### config.mk
export PLATFORM = sky130hd
export DESIGN_NAME = rrt_cell
export DESIGN_NICKNAME = d
export VERILOG_FILES = /design/src/rtl/core/rrt_pkg.sv /design/src/rtl/core/rrt_cell.sv
export SDC_FILE = /design/constraint.sdc
export NUM_CORES = 1
export LEC_CHECK = 0
export BUFFER_PORTS_ARGS = -buffer_cell sky130_fd_sc_hd__buf_2
export CORE_MARGIN = 2
export CORE_UTILIZATION = 47
export DETAILED_ROUTE_END_ITERATION = 10
export PLACE_DENSITY = 0.84
export SETUP_SLACK_MARGIN = 0.5
export SLEW_MARGIN = 20
export SYNTH_ARGS = -nofsm -noshare
export SYNTH_HDL_FRONTEND = slang
export SYNTH_SLANG_ARGS = --single-unit
### constraint.sdc
create_clock -name aclk -period 2.6 [get_ports aclk]
set_clock_uncertainty 0.1 [all_clocks]
set_input_delay 0.13 -clock aclk [delete_from_list [all_inputs] [get_ports aclk]]
set_output_delay 0.13 -clock aclk [all_outputs]
set_load 0.005 [all_outputs]
### src/rtl/core/rrt_pkg.sv
// ---------------------------------------------------------------------------
// rrt_pkg
// shared types and constants of the recency rank tracker
// ---------------------------------------------------------------------------
package rrt_pkg;

    // key space and slot sizing
    localparam int KEY_W       = 10;
    localparam int KEY_FIELD   = 1 << KEY_W;
    localparam int NUM_KEYS    = 1024;
    localparam int KEY_SPAN    = (NUM_KEYS < KEY_FIELD) ? NUM_KEYS : KEY_FIELD;
    localparam int NUM_SLOTS   = KEY_SPAN;
    localparam int SLOT_W      = (NUM_SLOTS > 2) ? $clog2(NUM_SLOTS) : 1;
    localparam int COUNT_W     = $clog2(NUM_SLOTS + 1);

    // match encoder grouping
    localparam int GROUP_SIZE  = 32;
    localparam int GROUP_W     = 5;
    localparam int NUM_GROUPS  = (NUM_SLOTS + GROUP_SIZE - 1) / GROUP_SIZE;
    localparam int GROUP_IDX_W = (NUM_GROUPS > 2) ? $clog2(NUM_GROUPS) : 1;
    localparam int MATCH_W     = NUM_GROUPS * GROUP_SIZE;
    localparam int ENC_IDX_W   = GROUP_IDX_W + GROUP_W;

    // result fields
    localparam int RANK_W      = 11;
    localparam logic [RANK_W-1:0] RANK_NONE = {RANK_W{1'b1}};

    // stream packing
    localparam int IN_DATA_W   = 16;
    localparam int OUT_FIELD_W = 1 + 3 * RANK_W;
    localparam int OUT_DATA_W  = 40;
    localparam int OUT_PAD_W   = OUT_DATA_W - OUT_FIELD_W;

    // action codes
    localparam logic ACT_ACCESS = 1'b0;
    localparam logic ACT_LOOKUP = 1'b1;

    typedef enum logic [1:0] {
        ST_IDLE,
        ST_ENC1,
        ST_ENC2,
        ST_UPDATE
    } state_t;

    // broadcast from the controller to every cell
    typedef struct packed {
        logic [KEY_W-1:0]   probe_key;
        logic [COUNT_W-1:0] count;
        logic               shift_en;
        logic               append_en;
        logic [SLOT_W-1:0]  lo;
        logic [SLOT_W-1:0]  top;
    } cell_ctrl_t;

endpackage

### src/rtl/core/rrt_cell.sv
// ---------------------------------------------------------------------------
// rrt_cell
// one slot of the recency stack, holds the key that owns this rank
// ---------------------------------------------------------------------------
module rrt_cell (
    input  logic                        aclk,
    input  logic [rrt_pkg::SLOT_W-1:0]  cell_idx,
    input  rrt_pkg::cell_ctrl_t         ctrl,
    input  logic [rrt_pkg::KEY_W-1:0]   right_key,
    output logic [rrt_pkg::KEY_W-1:0]   key_out,
    output logic                        match
);

    logic [rrt_pkg::KEY_W-1:0]   key_reg;
    logic [rrt_pkg::KEY_W-1:0]   key_next;
    logic [rrt_pkg::COUNT_W-1:0] idx_c;
    logic                        in_use;

    always_comb begin
        idx_c  = rrt_pkg::COUNT_W'(cell_idx);
        in_use = idx_c < ctrl.count;
        match  = in_use && (key_reg == ctrl.probe_key);
    end

    // repeat access: the slot at the old rank and those above it take their upper neighbor,
    // the top slot takes the probe key; first access appends at the fill mark
    always_comb begin
        key_next = key_reg;
        if (ctrl.shift_en && (cell_idx == ctrl.top)) begin
            key_next = ctrl.probe_key;
        end else if (ctrl.shift_en && (cell_idx >= ctrl.lo) && (cell_idx < ctrl.top)) begin
            key_next = right_key;
        end else if (ctrl.append_en && (idx_c == ctrl.count)) begin
            key_next = ctrl.probe_key;
        end
    end

    always_ff @(posedge aclk) begin
        key_reg <= key_next;
    end

    assign key_out = key_reg;

endmodule

Word level (Yosys, flattened, before mapping)
Cells that the tools add are included.
- register bits: 10
- output and inout bits: 11
- input bits: 64
- reduce and logical (&&, ||, !) cells: 6
- magnitude comparators: 3
- muxes and demuxes: 3
- eq/ne operators: 3
- operators with widths (kind ; count):
    two-way mux 10 bit ; 3
    == test 10 bit ; 2
    == test 10 x 11 -> 1 bit ; 1
    less-than comparator 10 x 11 -> 1 bit ; 1
    >= comparator 10 bit ; 1
    less-than comparator 10 bit ; 1
    logical AND 1 bit ; 5
    nonzero test 3 bit ; 1

Logic depth before layout (Yosys ltp)
- depth after elaboration: 5
- mapped depth: 8
- depth with buffers taken out: 7

Least setup slack after synthesis
Ideal clock, no wire load.
- path type: input-to-reg
- start: in ctrl[17] (netlist bit)
- end: reg key_reg (netlist bit key_out[0]), enable pin
- buffers on the path: 1
- stages: 7
- slack: 0.367 ns
- setup time: 0.378 ns
- arrival: 1.755 ns
- cells stage by stage: inv_1 -> ha_1 -> nand4_1 -> or3_1 -> a21o_1 -> buf_6 -> o21ai_1
- cells in the longest elaborated chain, start to end: 4
- RTL lines (item ; RTL line ; source):
    from (decl) ; rrt_cell.sv:8 ; input rrt_pkg::cell_ctrl_t ctrl,
    >= comparator 10 bit ; rrt_cell.sv:31 ; end else if (ctrl.shift_en && (cell_idx >= ctrl.lo) && (cell_idx < ctrl.top)) begin
    logical AND 1 bit (2 in a row) ; rrt_cell.sv:31 ;
    nonzero test 3 bit (no source line) ; n/a ;
    to (signal assigned) ; rrt_cell.sv:39 ; key_reg <= key_next;
    to (decl) ; rrt_cell.sv:14 ; logic [rrt_pkg::KEY_W-1:0] key_reg;
Every way passes these cells.
A chain may end at the register's enable or synchronous reset.

Worst setup path after layout
- start: reg key_reg (netlist bit key_out[3])
- end: out match
- cells in the longest elaborated chain, start to end: 2
- RTL lines (item ; RTL line ; source):
    == test 10 bit ; rrt_cell.sv:22 ; match = in_use && (key_reg == ctrl.probe_key);
    logical AND 1 bit ; rrt_cell.sv:22 ;
    to (decl) ; rrt_cell.sv:11 ; output logic match
Every way passes these cells.

==> metrics <==
warnings from Yosys=0; top cells by count, synth=inv_1, ha_1, nand2_1, nand3_1; WP data required=2370 ps; fin nets=362; Initial DRC Count=54; Most used DFF post-synth=edfxtp_1; flops & latches, synth=10; PnR worst setup slack=between 600 and 700 ps; Clock Pin Slew Worst Setup and Hold Paths=60 ps; Internal=399.2 µW; CTS tree=done; chip height=approximately 60 µm; met2 WL=about 1900 µm; Vias=1631; relative max-transition margin=0.4651; row count=20; CP startpoint kind=register; initial core utilization=0.4996; Synth top area share=0.2421; port buffer count=between 70 and 80; fillcell total=approximately 290; cts hold-fix bufs=0; PostCTS Resize Cnt=0; global-route wire length before repair=between 6000 and 7000 µm; Switch Pwr=210.6 µW; FMAX=0.5077 GHz; Hold Slack=114.5 ps; crit path kind=reg -> out; vias in the first global route=1544; Num CTS Buffers=3; Mapped Nets=between 200 and 300; drt total wl=3996 µm; hold crit path type=in -> reg; Synth Instances=189; ranking of synthesized cells by area=ha_1, edfxtp_1, inv_1; grt ovf=0; area of the multi-input gates=1106 µm²; hold path start=ctrl[33]; Pwr Total=a little over 600 µW; outcome=finished, final reports clean; Flop pwr share=0.346; antenna viol nets, final=0; Pleak=1.089 nW; largest buffer count on any clock path=2; Antenna diodes=0; synthesis-to-finish area growth=29.78%; Comb pwr share=0.483; fin util=0.6484; worst-path fanout max=2; crit path time final=roughly 2000 ps; FFs w/ async S/R, synth=0; Synth cell types=33; Final Hold Fails=0; Clock power frac=0.172; Max-Cap Viols=0; CTS Root Cell=clkbuf_4; Sw Share=0.3454; RSZ-0062 raised after global routing=no; FF+latch area=roughly 300 µm²; Netlist Area Pre-Place=1550 µm²; period utilization=0.7576; first-pass detailed-route iteration total=4; sequential area share after synthesis=0.1937; final max-slew violation count=0; core footprint=3103 µm²; # IOs=75; Syn Area/Cell=8.202 µm²; CP arrival=1740 ps; Post-synth EDFFs=10; power density over the cells=approximately 300 nW/µm²; vias per inst=5.261; RePlAce Congestion=a little under 0.9; Die ar.=between 3000 and 4000 µm²; initial antenna violation count=0; DP HPWL=3388 µm; Die X=61.43 µm; # Post-CTS Setup Buffers=0; share of layout cells above drive strength 1=0.3459; clk sinks=10; worst vdd ir=0.2144 mV; routed len/inst=12.89 µm; WL met3=291 µm; H-tree levels=1; Worst Hold End=key_out[0]; Worst setup EP type=output pin; drt drc=0; final setup fails=0; max reg flops=10; Worst Tran Pin Value=797.1 ps; setup TNS=0 ps; top sig layer=met4; largest net degree at the start of global routing=14; area leader, netlist=ha_1; pre-CTS setup slack=between 400 and 500 ps; wl on met1=1714 µm; hold-critical path depth=3; top-count cell post-synth=inv_1; Tot GR Track Use=0.2198
[area by class of cell]
class                      instances  area share
clock buffer                       3     0.01119
tap                               44     0.02736
inverter                          32     0.05970
sequential                        10      0.1493
multi-input combinational        142      0.5498
timing repair buffer              79      0.2027
[worst max path at each step]
stage                start         end  slack, ps  cells after the start
4_1_cts         key_out[3]       match        660                      5
2_1_floorplan     ctrl[17]  key_out[0]        560                      7
5_1_grt         key_out[3]       match        560                      5
3_5_place_dp   cell_idx[7]  key_out[1]        400                      6
3_3_place_gp   cell_idx[7]  key_out[3]        450                      6
6_report        key_out[3]       match        630                      5
[metal layers]
metal,global-route usage,vias to the layer above
met5,0,-
met1,0.2739,721
met4,0.07903,0
met3,0.03782,8
met2,0.3815,64
li1,-,838
[critical path, stage by stage, from the launching register on]
cell,delay (ps)
edfxtp_1,420
xor2_1,160
nor4_1,400
nand4_1,150
nor3_1,200
buf_2,140
[cells by family after synthesis]
logic type / count (synthesis) / share of synthesized area
buf+inv: 37 / 0.09524
simple gates: 58 / 0.1832
flops: 10 / 0.1937
fa+ha+maj: 30 / 0.2421
compound gates: 44 / 0.2292
xor+xnor: 10 / 0.05649
[cells in the final DEF, fill, tap and decap left out, drive strengths merged]
cell type	netlist	routed
nor2	3	3
edfxtp	10	10
nor2b	2	2
o211ai	10	10
o21ai	5	5
nand3	12	12
or3	1	1
a21oi	7	7
nand4	7	7
nor3	3	3
a41oi	1	1
clkbuf	2	3
inv	32	32
ha	30	30
a2bb2oi	10	10
xor2	6	6
and3b	1	1
a211oi	3	3
nand2	24	24
o21a	2	2
a21o	2	2
a31oi	3	3
and4	1	1
nand4b	1	1
buf	3	79
xnor2	4	4
o21bai	1	1
nor4	1	1
nand2b	2	2
[power groups by stage]
stage | sequential (mW) | combinational (mW) | clock [mW]
after floorplan | 0.214 | 0.176 | 0
final | 0.211 | 0.294 | 0.105
after CTS | 0.211 | 0.296 | 0.106
after detailed placement | 0.214 | 0.295 | 0
after global routing | 0.212 | 0.331 | 0.115
after global placement | 0.214 | 0.287 | 0
[metrics by stage]
| stage | instances | area (µm²) |
|---|---|---|
| floorplan | 189 | 1554 |
| global placement | 307 | 1989 |
| detailed placement | 307 | 1989 |
| CTS | 310 | 2012 |
| global route | 310 | 2012 |
| finish | 310 | 2012 |
(Power assumes the default switching activity.)
