**src/rtl/core/rrt_pkg.sv**
```systemverilog
// ---------------------------------------------------------------------------
// rrt_pkg
// shared types and constants of the recency rank tracker
// ---------------------------------------------------------------------------
package rrt_pkg;

    // key space and slot sizing
    localparam int KEY_W       = 10;
    localparam int KEY_FIELD   = 1 << KEY_W;
    localparam int NUM_KEYS    = 1024;
    localparam int KEY_SPAN    = (NUM_KEYS < KEY_FIELD) ? NUM_KEYS : KEY_FIELD;
    localparam int NUM_SLOTS   = KEY_SPAN;
    localparam int SLOT_W      = (NUM_SLOTS > 2) ? $clog2(NUM_SLOTS) : 1;
    localparam int COUNT_W     = $clog2(NUM_SLOTS + 1);

    // match encoder grouping
    localparam int GROUP_SIZE  = 32;
    localparam int GROUP_W     = 5;
    localparam int NUM_GROUPS  = (NUM_SLOTS + GROUP_SIZE - 1) / GROUP_SIZE;
    localparam int GROUP_IDX_W = (NUM_GROUPS > 2) ? $clog2(NUM_GROUPS) : 1;
    localparam int MATCH_W     = NUM_GROUPS * GROUP_SIZE;
    localparam int ENC_IDX_W   = GROUP_IDX_W + GROUP_W;

    // result fields
    localparam int RANK_W      = 11;
    localparam logic [RANK_W-1:0] RANK_NONE = {RANK_W{1'b1}};

    // stream packing
    localparam int IN_DATA_W   = 16;
    localparam int OUT_FIELD_W = 1 + 3 * RANK_W;
    localparam int OUT_DATA_W  = 40;
    localparam int OUT_PAD_W   = OUT_DATA_W - OUT_FIELD_W;

    // action codes
    localparam logic ACT_ACCESS = 1'b0;
    localparam logic ACT_LOOKUP = 1'b1;

    typedef enum logic [1:0] {
        ST_IDLE,
        ST_ENC1,
        ST_ENC2,
        ST_UPDATE
    } state_t;

    // broadcast from the controller to every cell
    typedef struct packed {
        logic [KEY_W-1:0]   probe_key;
        logic [COUNT_W-1:0] count;
        logic               shift_en;
        logic               append_en;
        logic [SLOT_W-1:0]  lo;
        logic [SLOT_W-1:0]  top;
    } cell_ctrl_t;

endpackage

```
**src/rtl/core/rrt_match_enc.sv**
```systemverilog
// ---------------------------------------------------------------------------
// rrt_match_enc
// two-stage registered encoder from the cell match vector to a rank
// ---------------------------------------------------------------------------
module rrt_match_enc (
    input  logic                          aclk,
    input  logic [rrt_pkg::NUM_SLOTS-1:0] match,
    output logic                          hit,
    output logic [rrt_pkg::SLOT_W-1:0]    idx
);

    logic [rrt_pkg::MATCH_W-1:0]    match_pad;
    logic [rrt_pkg::NUM_GROUPS-1:0] grp_hit_next;
    logic [rrt_pkg::NUM_GROUPS-1:0] grp_hit_reg;
    logic [rrt_pkg::GROUP_W-1:0]    grp_lo_next [rrt_pkg::NUM_GROUPS];
    logic [rrt_pkg::GROUP_W-1:0]    grp_lo_reg  [rrt_pkg::NUM_GROUPS];
    logic                           hit_next;
    logic                           hit_reg;
    logic [rrt_pkg::ENC_IDX_W-1:0]  idx_next;
    logic [rrt_pkg::ENC_IDX_W-1:0]  idx_reg;

    assign match_pad = rrt_pkg::MATCH_W'(match);

    // stage one: hit and low index inside each group
    always_comb begin
        for (int g = 0; g < rrt_pkg::NUM_GROUPS; g++) begin
            grp_hit_next[g] = 1'b0;
            grp_lo_next[g]  = '0;
            for (int j = 0; j < rrt_pkg::GROUP_SIZE; j++) begin
                if (match_pad[g * rrt_pkg::GROUP_SIZE + j]) begin
                    grp_hit_next[g] = 1'b1;
                    grp_lo_next[g]  = grp_lo_next[g] | rrt_pkg::GROUP_W'(j);
                end
            end
        end
    end

    // stage two: at most one group hits, so an or of the tagged indexes
    always_comb begin
        hit_next = |grp_hit_reg;
        idx_next = '0;
        for (int g = 0; g < rrt_pkg::NUM_GROUPS; g++) begin
            if (grp_hit_reg[g]) begin
                idx_next = idx_next | {rrt_pkg::GROUP_IDX_W'(g), grp_lo_reg[g]};
            end
        end
    end

    always_ff @(posedge aclk) begin
        grp_hit_reg <= grp_hit_next;
        grp_lo_reg  <= grp_lo_next;
        hit_reg     <= hit_next;
        idx_reg     <= idx_next;
    end

    assign hit = hit_reg;
    assign idx = idx_reg[rrt_pkg::SLOT_W-1:0];

endmodule

```
**config.mk**
```make
export PLATFORM = sky130hd
export DESIGN_NAME = rrt_match_enc
export DESIGN_NICKNAME = d
export VERILOG_FILES = /design/src/rtl/core/rrt_pkg.sv /design/src/rtl/core/rrt_match_enc.sv
export SDC_FILE = /design/constraint.sdc
export NUM_CORES = 1
export LEC_CHECK = 0
export CAP_MARGIN = 40
export CELL_PAD_IN_SITES_DETAIL_PLACEMENT = 0
export CELL_PAD_IN_SITES_GLOBAL_PLACEMENT = 1
export CORE_AREA = 4 4 399 401
export DETAILED_ROUTE_END_ITERATION = 7
export DIE_AREA = 0 0 403 405
export DONT_BUFFER_PORTS = 1
export GPL_ROUTABILITY_DRIVEN = 0
export PLACE_DENSITY = 0.3
export SLEW_MARGIN = 10
export SYNTH_ARGS = -nofsm -noshare
export SYNTH_HDL_FRONTEND = slang
export SYNTH_SLANG_ARGS = --single-unit
```
**constraint.sdc**
```tcl
create_clock -name aclk -period 2.7 [get_ports aclk]
set_input_delay 0.675 -clock aclk [delete_from_list [all_inputs] [get_ports aclk]]
set_output_delay 0.675 -clock aclk [all_outputs]
set_load 0.005 [all_outputs]
```
# After elaboration in Yosys (flattened, before gate mapping)
# Index checks and enable logic that the tools add are counted.
dict set report totals {
  elab_cells 1327
  inputBits 1025
  ff_bits 203
}
dict set report op_classes {
  bitwise_logic 31
  n_reduce_logical 161
  mux 941
}
# op count
set ops {}
lappend ops {{$mux 5} 211}
lappend ops {{$mux 4} 256}
lappend ops {{$reduce_or 31->1} 32}
lappend ops {{$mux 3} 196}
lappend ops {{$reduce_or 16->1} 32}
lappend ops {{$mux 10} 31}
lappend ops {{$mux 2} 132}
lappend ops {{$reduce_or 8->1} 32}
lappend ops {{$or 10x10->10} 16}
lappend ops {{$reduce_or 4->1} 32}
lappend ops {{$mux 1} 115}
lappend ops {{$or 10x9->10} 8}
lappend ops {{$reduce_or 2->1} 32}
lappend ops {{$or 10x8->10} 4}
lappend ops {{$reduce_or 32->1} 1}
lappend ops {{$or 10x7->10} 2}
lappend ops {{$or 10x6->10} 1}

# Longest topological paths before layout
# Gate-level depths: netlist (run 1).
dict set report logic_depth {
  depth_word 63
  mapped_depth 4
}

# Least setup slack after synthesis (run 1)
# No wires, ideal clock.
dict set report synth_timing {
  path_type {input to register}
  startpoint {in match[253] (netlist bit)}
  endpoint {reg grp_lo_reg[122] (netlist bit)}
  t_required_ns 2.566
  path_stages 3
  path_slack_ns 0.480
  arrival_time_ns 2.085
  setup_ns 0.134
  n_path_buf 0
  path_cell_list {or4_1 -> or4_1 -> or4_1}
}
dict set report synth_between {
  elab_chain_cells 1
}
# item line
set synth_lines {}
lappend synth_lines {{start, declared} rrt_match_enc.sv:7} ;# input logic [rrt_pkg::NUM_SLOTS-1:0] match,
lappend synth_lines {{$reduce_or 4->1 (no source line)} -}
lappend synth_lines {{end signal, assigned} rrt_match_enc.sv:51} ;# grp_lo_reg <= grp_lo_next;
lappend synth_lines {{end, declared} rrt_match_enc.sv:16} ;# logic [rrt_pkg::GROUP_W-1:0] grp_lo_reg [rrt_pkg::NUM_GROUPS];
# No other way between the ends.
# A chain may end at the register's enable or synchronous reset.

# Worst setup path in the final report (run 1)
dict set report layout_timing {
  startpoint {reg grp_hit_reg[2] (netlist bit)}
  endpoint {reg idx_reg, in the netlist idx[3]}
}
dict set report layout_between {
  elab_chain_cells 59
}
# item line
set layout_lines {}
lappend layout_lines {{start, declared} rrt_match_enc.sv:14} ;# logic [rrt_pkg::NUM_GROUPS-1:0] grp_hit_reg;
lappend layout_lines {{start signal, assigned} rrt_match_enc.sv:50} ;# grp_hit_reg <= grp_hit_next;
lappend layout_lines {{$mux 10 (*)} rrt_match_enc.sv:43} ;# if (grp_hit_reg[g]) begin
lappend layout_lines {{$or 10x7->10} rrt_match_enc.sv:44} ;# idx_next = idx_next | {rrt_pkg::GROUP_IDX_W'(g), grp_lo_reg[g]};
lappend layout_lines {{$mux 10 (*)} rrt_match_enc.sv:43}
lappend layout_lines {{$or 10x8->10} rrt_match_enc.sv:44}
lappend layout_lines {{$mux 10 (*)} rrt_match_enc.sv:43}
lappend layout_lines {{$or 10x8->10} rrt_match_enc.sv:44}
lappend layout_lines {{$mux 10 (*)} rrt_match_enc.sv:43}
lappend layout_lines {{$or 10x8->10} rrt_match_enc.sv:44}
lappend layout_lines {{[... 44 more ...]} -}
lappend layout_lines {{$mux 10 (*)} rrt_match_enc.sv:43}
lappend layout_lines {{$or 10x10->10} rrt_match_enc.sv:44}
lappend layout_lines {{$mux 10 (*)} rrt_match_enc.sv:43}
lappend layout_lines {{$or 10x10->10} rrt_match_enc.sv:44}
lappend layout_lines {{$mux 10 (*)} rrt_match_enc.sv:43}
lappend layout_lines {{$or 10x10->10} rrt_match_enc.sv:44}
lappend layout_lines {{$mux 10 (*)} rrt_match_enc.sv:43}
lappend layout_lines {{net idx_next (one bit)} rrt_match_enc.sv:19} ;# logic [rrt_pkg::ENC_IDX_W-1:0] idx_next;
lappend layout_lines {{end signal, assigned} rrt_match_enc.sv:53} ;# idx_reg <= idx_next;
lappend layout_lines {{end, declared} rrt_match_enc.sv:20} ;# logic [rrt_pkg::ENC_IDX_W-1:0] idx_reg;
# Mark *: on every way through the listed nets, which the timed path passes. The rest lies on a longest branch.

==> metrics.txt, run 1 <==
P&R area growth vs syn=39.96%; RSZ-0062 raised after global routing=no; Final Net Count=2290; layout cell share with drive strength beyond 1=8.081%; Pint=6.052 mW; register area share after synthesis=40.04%; DR WL/cell=29.48 um; Hold WS=0.2109 ns; GRT overflow=0; Sw Pwr=1.894 mW; core area=155700 um2; drt pass-1 iters=5; final worst-path cycle share=85.58%; clock buffer depth=3; WP data required=3.15 ns; clk_lat worst skew=0.57 ns; Sw Share=23.84%; Hold WC Path Type=input pin to flop; Clock Skews=0.02897 ns; FP Rows=145; MaxCap Viol Count=0; Pwr Total=7.946 mW; Leakage=3.067 nW; initial core utilization=6.520%; HPWL Detailed=88110 um; post-route setup TNS=0 ns; WP data arrival=2.76 ns; final setup fails=0; vias after detailed routing=12780; Final min period=2.311 ns; warnings from Yosys=0; Die Y=405 um; Max IR drop VDD=0.3079 mV; port buffer count=0; Reg power frac=37.7%; antenna violations before repair=50; Synth Net Count=2229; Slew headroom=35.11%; combinational power share=3.2%; Startpoint Class=flop; CP Capture Type=flop; CTS clk-pin slew, worst paths=0.06 ns; maximum clock rate=432.8 MHz; pwr dens=559.4 nW/um2; max reg flops=160; Vias/cell=3.785; DIE AREA=163200 um2; Worst Max-Slew Pin Slew=0.9733 ns; Num CTS Buffers=34; status=finished, final reports clean; count of pins over their slew limit=0; most common cell after layout, fill and taps aside=nor4_1; number of global-route vias before repair=13820; Boundary Pins=1036; H-tree level count=2; Non-Filler Instances=3375; clock root cell=clkbuf_16; placed cell count=3287; CTS tree=done; pin count of the biggest net entering global routing=11; Syn Inst Count=1204; post-CTS setup buffers=0; Synth Register Bits=203; Final ANT Viol Nets=0; clock sink count=203; clock power share=59.1%; DIE WIDTH=403 um; synth unique cells=25; wire length of the first global-routing pass=125200 um; final design utilization=9.125%; Worst Path Max Fanout=5; final hold vios=0; Post-Route WL=99490 um; worst setup path class=flop to flop; DRT iter0 DRCs=994; Total GRT Usage=11.36%; Mean Syn Cell Area=8.429 um2; mapped cell area=10150 um2; most frequent cells in the layout=nor4_1 (267), dfxtp_1 (203), or4_1 (158), nor3_1 (102), nand4_1 (97); DRC viols=0
-- Yosys cell counts --
| master | count | area share, % |
|---|---|---|
| nor4_1 | 271 | 17 |
| dfxtp_1 | 203 | 40 |
| or4_1 | 158 | 12 |
| nor3_1 | 102 | 5.0 |
| nand4_1 | 97 | 6.0 |
| nor2_1 | 92 | 3.4 |
| a22oi_1 | 80 | 5.9 |
| nand3_1 | 61 | 3.0 |
| nand2_1 | 42 | 1.6 |
| or3_1 | 33 | 2.0 |
| and3_1 | 15 | 0.92 |
| nand4b_1 | 13 | 1.1 |
| or2_2 | 13 | 0.80 |
| clkbuf_1 | 5 | 0.18 |
| nor4b_1 | 4 | 0.35 |
| nand4bb_1 | 3 | 0.33 |
| and3b_1 | 2 | 0.17 |
| and4_1 | 2 | 0.17 |
| nand3b_1 | 2 | 0.15 |
| and2_1 | 1 | 0.062 |
| and4b_1 | 1 | 0.099 |
| inv_1 | 1 | 0.037 |
| nand2b_1 | 1 | 0.062 |
| nor3b_1 | 1 | 0.074 |
| nor4bb_1 | 1 | 0.099 |
-- path summary, 6_finish.rpt --
path | startpoint | endpoint | slack [ns] | cells after the start
setup reg to reg | grp_hit_reg[2] | idx[3] | 0.39 | 4
hold reg to reg | grp_lo_reg[64] | idx[4] | 0.62 | 3
hold / removal | match[71] | grp_lo_reg[147] | 0.21 | 1
setup / recovery | grp_hit_reg[2] | idx[3] | 0.39 | 4
-- through the flow --
step | setup slack, ns | cell area [um2]
floorplan | 0.4804 | 10150
CTS | 0.01103 | 14130
global placement | 0.007612 | 12930
global route | 0.1126 | 14190
detailed placement | -0.04191 | 12950
finish | 0.3893 | 14200
-- what timing repair did --
item | in CTS | in global routing
endpoints found under the setup margin | 1 | 0
endpoints found under the hold margin | 0 | 0
gates resized for setup | 1 | 0
hold buffers | 0 | 0
-- metal layers --
metal | global-route usage (%) | vias up | wire, um
met5 | 0 | - | 138
met4 | 5.969 | 16 | 5046
met3 | 5.172 | 254 | 10850
met2 | 19.40 | 979 | 48750
met1 | 11.68 | 6197 | 34700
li1 | - | 5329 | -
-- cells by family (layout without fill, tap and decap cells) --
family | Yosys count | count (layout) | share of synthesized area [%]
compound gates | 80 | 80 | 5.918
buf+inv | 6 | 89 | 0.2219
flops | 203 | 203 | 40.04
other cells | 0 | 30 | 0
simple gates | 915 | 915 | 53.82
-- power groups by stage --
stage / registers, mW / clock network [mW] / logic (mW)
after global placement: 3.06 / 0 / 0.250
after floorplan: 3.06 / 0 / 0.172
after CTS: 3.00 / 5.05 / 0.249
after detailed placement: 3.06 / 0 / 0.247
final: 3.00 / 4.70 / 0.250
after global routing: 2.99 / 5.11 / 0.270
-- critical path: stages (launching register included) --
cell and delay (ns):
dfxtp_1 0.37, buf_4 0.23, a22oi_1 0.79, nand4_1 0.32
or4_1 0.46
-- area by class of cell --
type,instances,area (um2)
fillers,18150,141500
multi-input cells,995,6092
flip-flops and latches,203,4064
well taps,2058,2575
clock buffers,40,924.6
clock inverters,18,246.5
repair buffers,30,222.7
diodes,30,75.07
inverters,1,3.754
Note: power is estimated with default switching activity, not from simulation.
==> run 2: changes to the inputs <==
--- a/config.mk
+++ b/config.mk
@@ -5,15 +5,16 @@
 export SDC_FILE = /design/constraint.sdc
 export NUM_CORES = 1
 export LEC_CHECK = 0
+export ABC_AREA = 1
 export CAP_MARGIN = 40
 export CELL_PAD_IN_SITES_DETAIL_PLACEMENT = 0
 export CELL_PAD_IN_SITES_GLOBAL_PLACEMENT = 1
-export CORE_AREA = 4 4 399 401
+export CORE_AREA = 4 4 400 402
 export DETAILED_ROUTE_END_ITERATION = 7
-export DIE_AREA = 0 0 403 405
+export DIE_AREA = 0 0 404 406
 export DONT_BUFFER_PORTS = 1
 export GPL_ROUTABILITY_DRIVEN = 0
-export PLACE_DENSITY = 0.3
+export PLACE_DENSITY = 0.34
 export SLEW_MARGIN = 10
 export SYNTH_ARGS = -nofsm -noshare
 export SYNTH_HDL_FRONTEND = slang
==> metrics.txt, run 2 <==
HPWL Detailed=104700 um; warnings from Yosys=0; clock sink count=203; count leader, synth=nor2_1; worst flop-to-flop path startpoint=grp_hit_reg[1]; post-CTS setup buffers=0; Max IR drop VDD=0.2856 mV; maximum clock rate=548.1 MHz; pin count of the biggest net entering global routing=12; cell taking the most area after synthesis=dfxtp_1; FP Rows=145; FFs w/ async S/R, synth=0%; Leakage=6.924 nW; Post-CTS Hold Buffers=0; register area share after synthesis=29.36%; Die Y=406 um; dpl ws=0.4848 ns; Non-Filler Instances=4675; design area=17740 um2; number of global-route vias before repair=17950; Worst Hold Depth=2; flop2flop setup slack=0.90 ns; CP Capture Type=output port; Synth Register Bits=203; top cells by count, synth=nor2_1 (888), nand2_1 (694), inv_1 (223), dfxtp_1 (203), nor3_1 (138); Endpoint, Worst Hold=grp_lo_reg[158]; GRT overflow=0; RR Endpoint=idx[5]; Boundary Pins=1036; Vias/cell=3.517; Gates resized, CTS repair=0; post-route worst setup slack=0.8755 ns; Final ANT Viol Nets=0; synth unique cells=23; Final Net Count=3591; Worst Path Max Fanout=1; DR WL/cell=24.27 um; Worst Max-Slew Pin Slew=0.7859 ns; vias after detailed routing=16440; DIE WIDTH=404 um; drt pass-1 iters=7; final setup fails=0; final worst-path cycle share=67.57%; Total GRT Usage=13.11%; most common cell after layout, fill and taps aside=nor2_1; placed inst area=16480 um2; final hold vios=0; synth top area cells=dfxtp_1 (29%), nor2_1 (24%), nand2_1 (19%); mapped cell area=13840 um2; worst setup path class=flop to output port; CTS tree=done; max reg flops=160; DRC viols=0; R2R cell count=5; Startpoint Class=flop; Slew headroom=47.20%; RSZ-0062 raised after global routing=no; Synth Net Count=3549; fillers=18620; Synth top area share=29.36%; Top FF cell, synth=dfxtp_1; CTS clk-pin slew, worst paths=0.05 ns; placed cell count=4588; hold path startpoint=match[24]; DRT iter0 DRCs=901; initial core utilization=8.871%; Clock Skews=0.02200 ns; post-route setup TNS=0 ns; Mean Syn Cell Area=5.484 um2; Final min period=1.824 ns; MaxCap Viol Count=0; count of pins over their slew limit=0; antenna violations before repair=39; pwr dens=471.3 nW/um2; status=finished, final reports clean; Syn Inst Count=2524; port buffer count=0; clock root cell=clkbuf_16; WP data arrival=1.15 ns; EDFF count, synth=0; clock buffer depth=3; wire length of the first global-routing pass=147700 um; Hold WC Path Type=input pin to flop; Num CTS Buffers=34; WP data required=2.03 ns; clk_lat worst skew=0.55 ns; core area=156000 um2; H-tree level count=2; Post-Route WL=113500 um; DIE AREA=164000 um2; Pwr Total=8.360 mW; layout cell share with drive strength beyond 1=4.786%; most frequent cells in the layout=nor2_1 (888), nand2_1 (694), inv_1 (223), dfxtp_1 (203), nor3_1 (138); P&R area growth vs syn=28.15%
-- run 2: cell count changes in the layout (fill, tap and decap cells not counted), moves of 79 or more --
cell     previous run  this run
a22oi_1            79         0
inv_1               1       223
nand2_1            42       694
nor2_1             92       888
nor4_1            267        25
or4_1             158         0
-- run 2: report_power, final --
group	switching, mW	internal (mW)
clock network	1.70	2.98
registers	0.0000217	3.00
logic	0.434	0.248
total	2.14	6.22
-- run 2: final cells by class --
type / count / area [um2] / share of cell area (%)
tap: 2058 / 2575 / 14.52
clock buffer: 44 / 992.2 / 5.594
inverter: 223 / 837.1 / 4.719
antenna: 26 / 65.06 / 0.3668
sequential: 203 / 4064 / 22.91
timing repair buffer: 7 / 60.06 / 0.3386
multi-input combinational: 2097 / 8941 / 50.41
clock inverter: 17 / 202.7 / 1.143
-- run 2: layer usage --
| layer | vias up | track usage, % | wire length [um] |
|---|---|---|---|
| met5 | - | 0 | 163 |
| met4 | 22 | 4.970 | 3986 |
| met3 | 138 | 4.022 | 8839 |
| met2 | 688 | 22.60 | 55330 |
| met1 | 7577 | 15.20 | 45130 |
| li1 | 8017 | - | - |
-- run 2: how the worst max path moves through the flow --
stage,from,to,slack (ns),cells after the start
global route,grp_hit_reg[1],idx[2],0.60,6
detailed placement,grp_hit_reg[1],idx[5],0.48,5
global placement,match[575],grp_lo_reg[70],0.34,3
floorplan,match[501],grp_hit_reg[15],1.34,5
CTS,grp_hit_reg[1],idx[5],0.47,5
finish,idx[9],idx[9],0.88,0
-- run 2: kinds of logic (layout without fill, tap and decap cells) --
logic type / after synthesis / after routing / synth area share (%)
buf+inv: 224 / 291 / 6.084
other cells: 0 / 26 / 0
flops: 203 / 203 / 29.36
simple gates: 2097 / 2097 / 64.55
-- run 2: per-stage QoR --
stage / util, % / hold WS, ns
finish: 11.37 / 0.2395
global route: 11.36 / 0.1973
CTS: 11.33 / 0.1700
detailed placement: 10.56 / 0.6207
global placement: 10.55 / 0.6321
floorplan: - / 0.5246
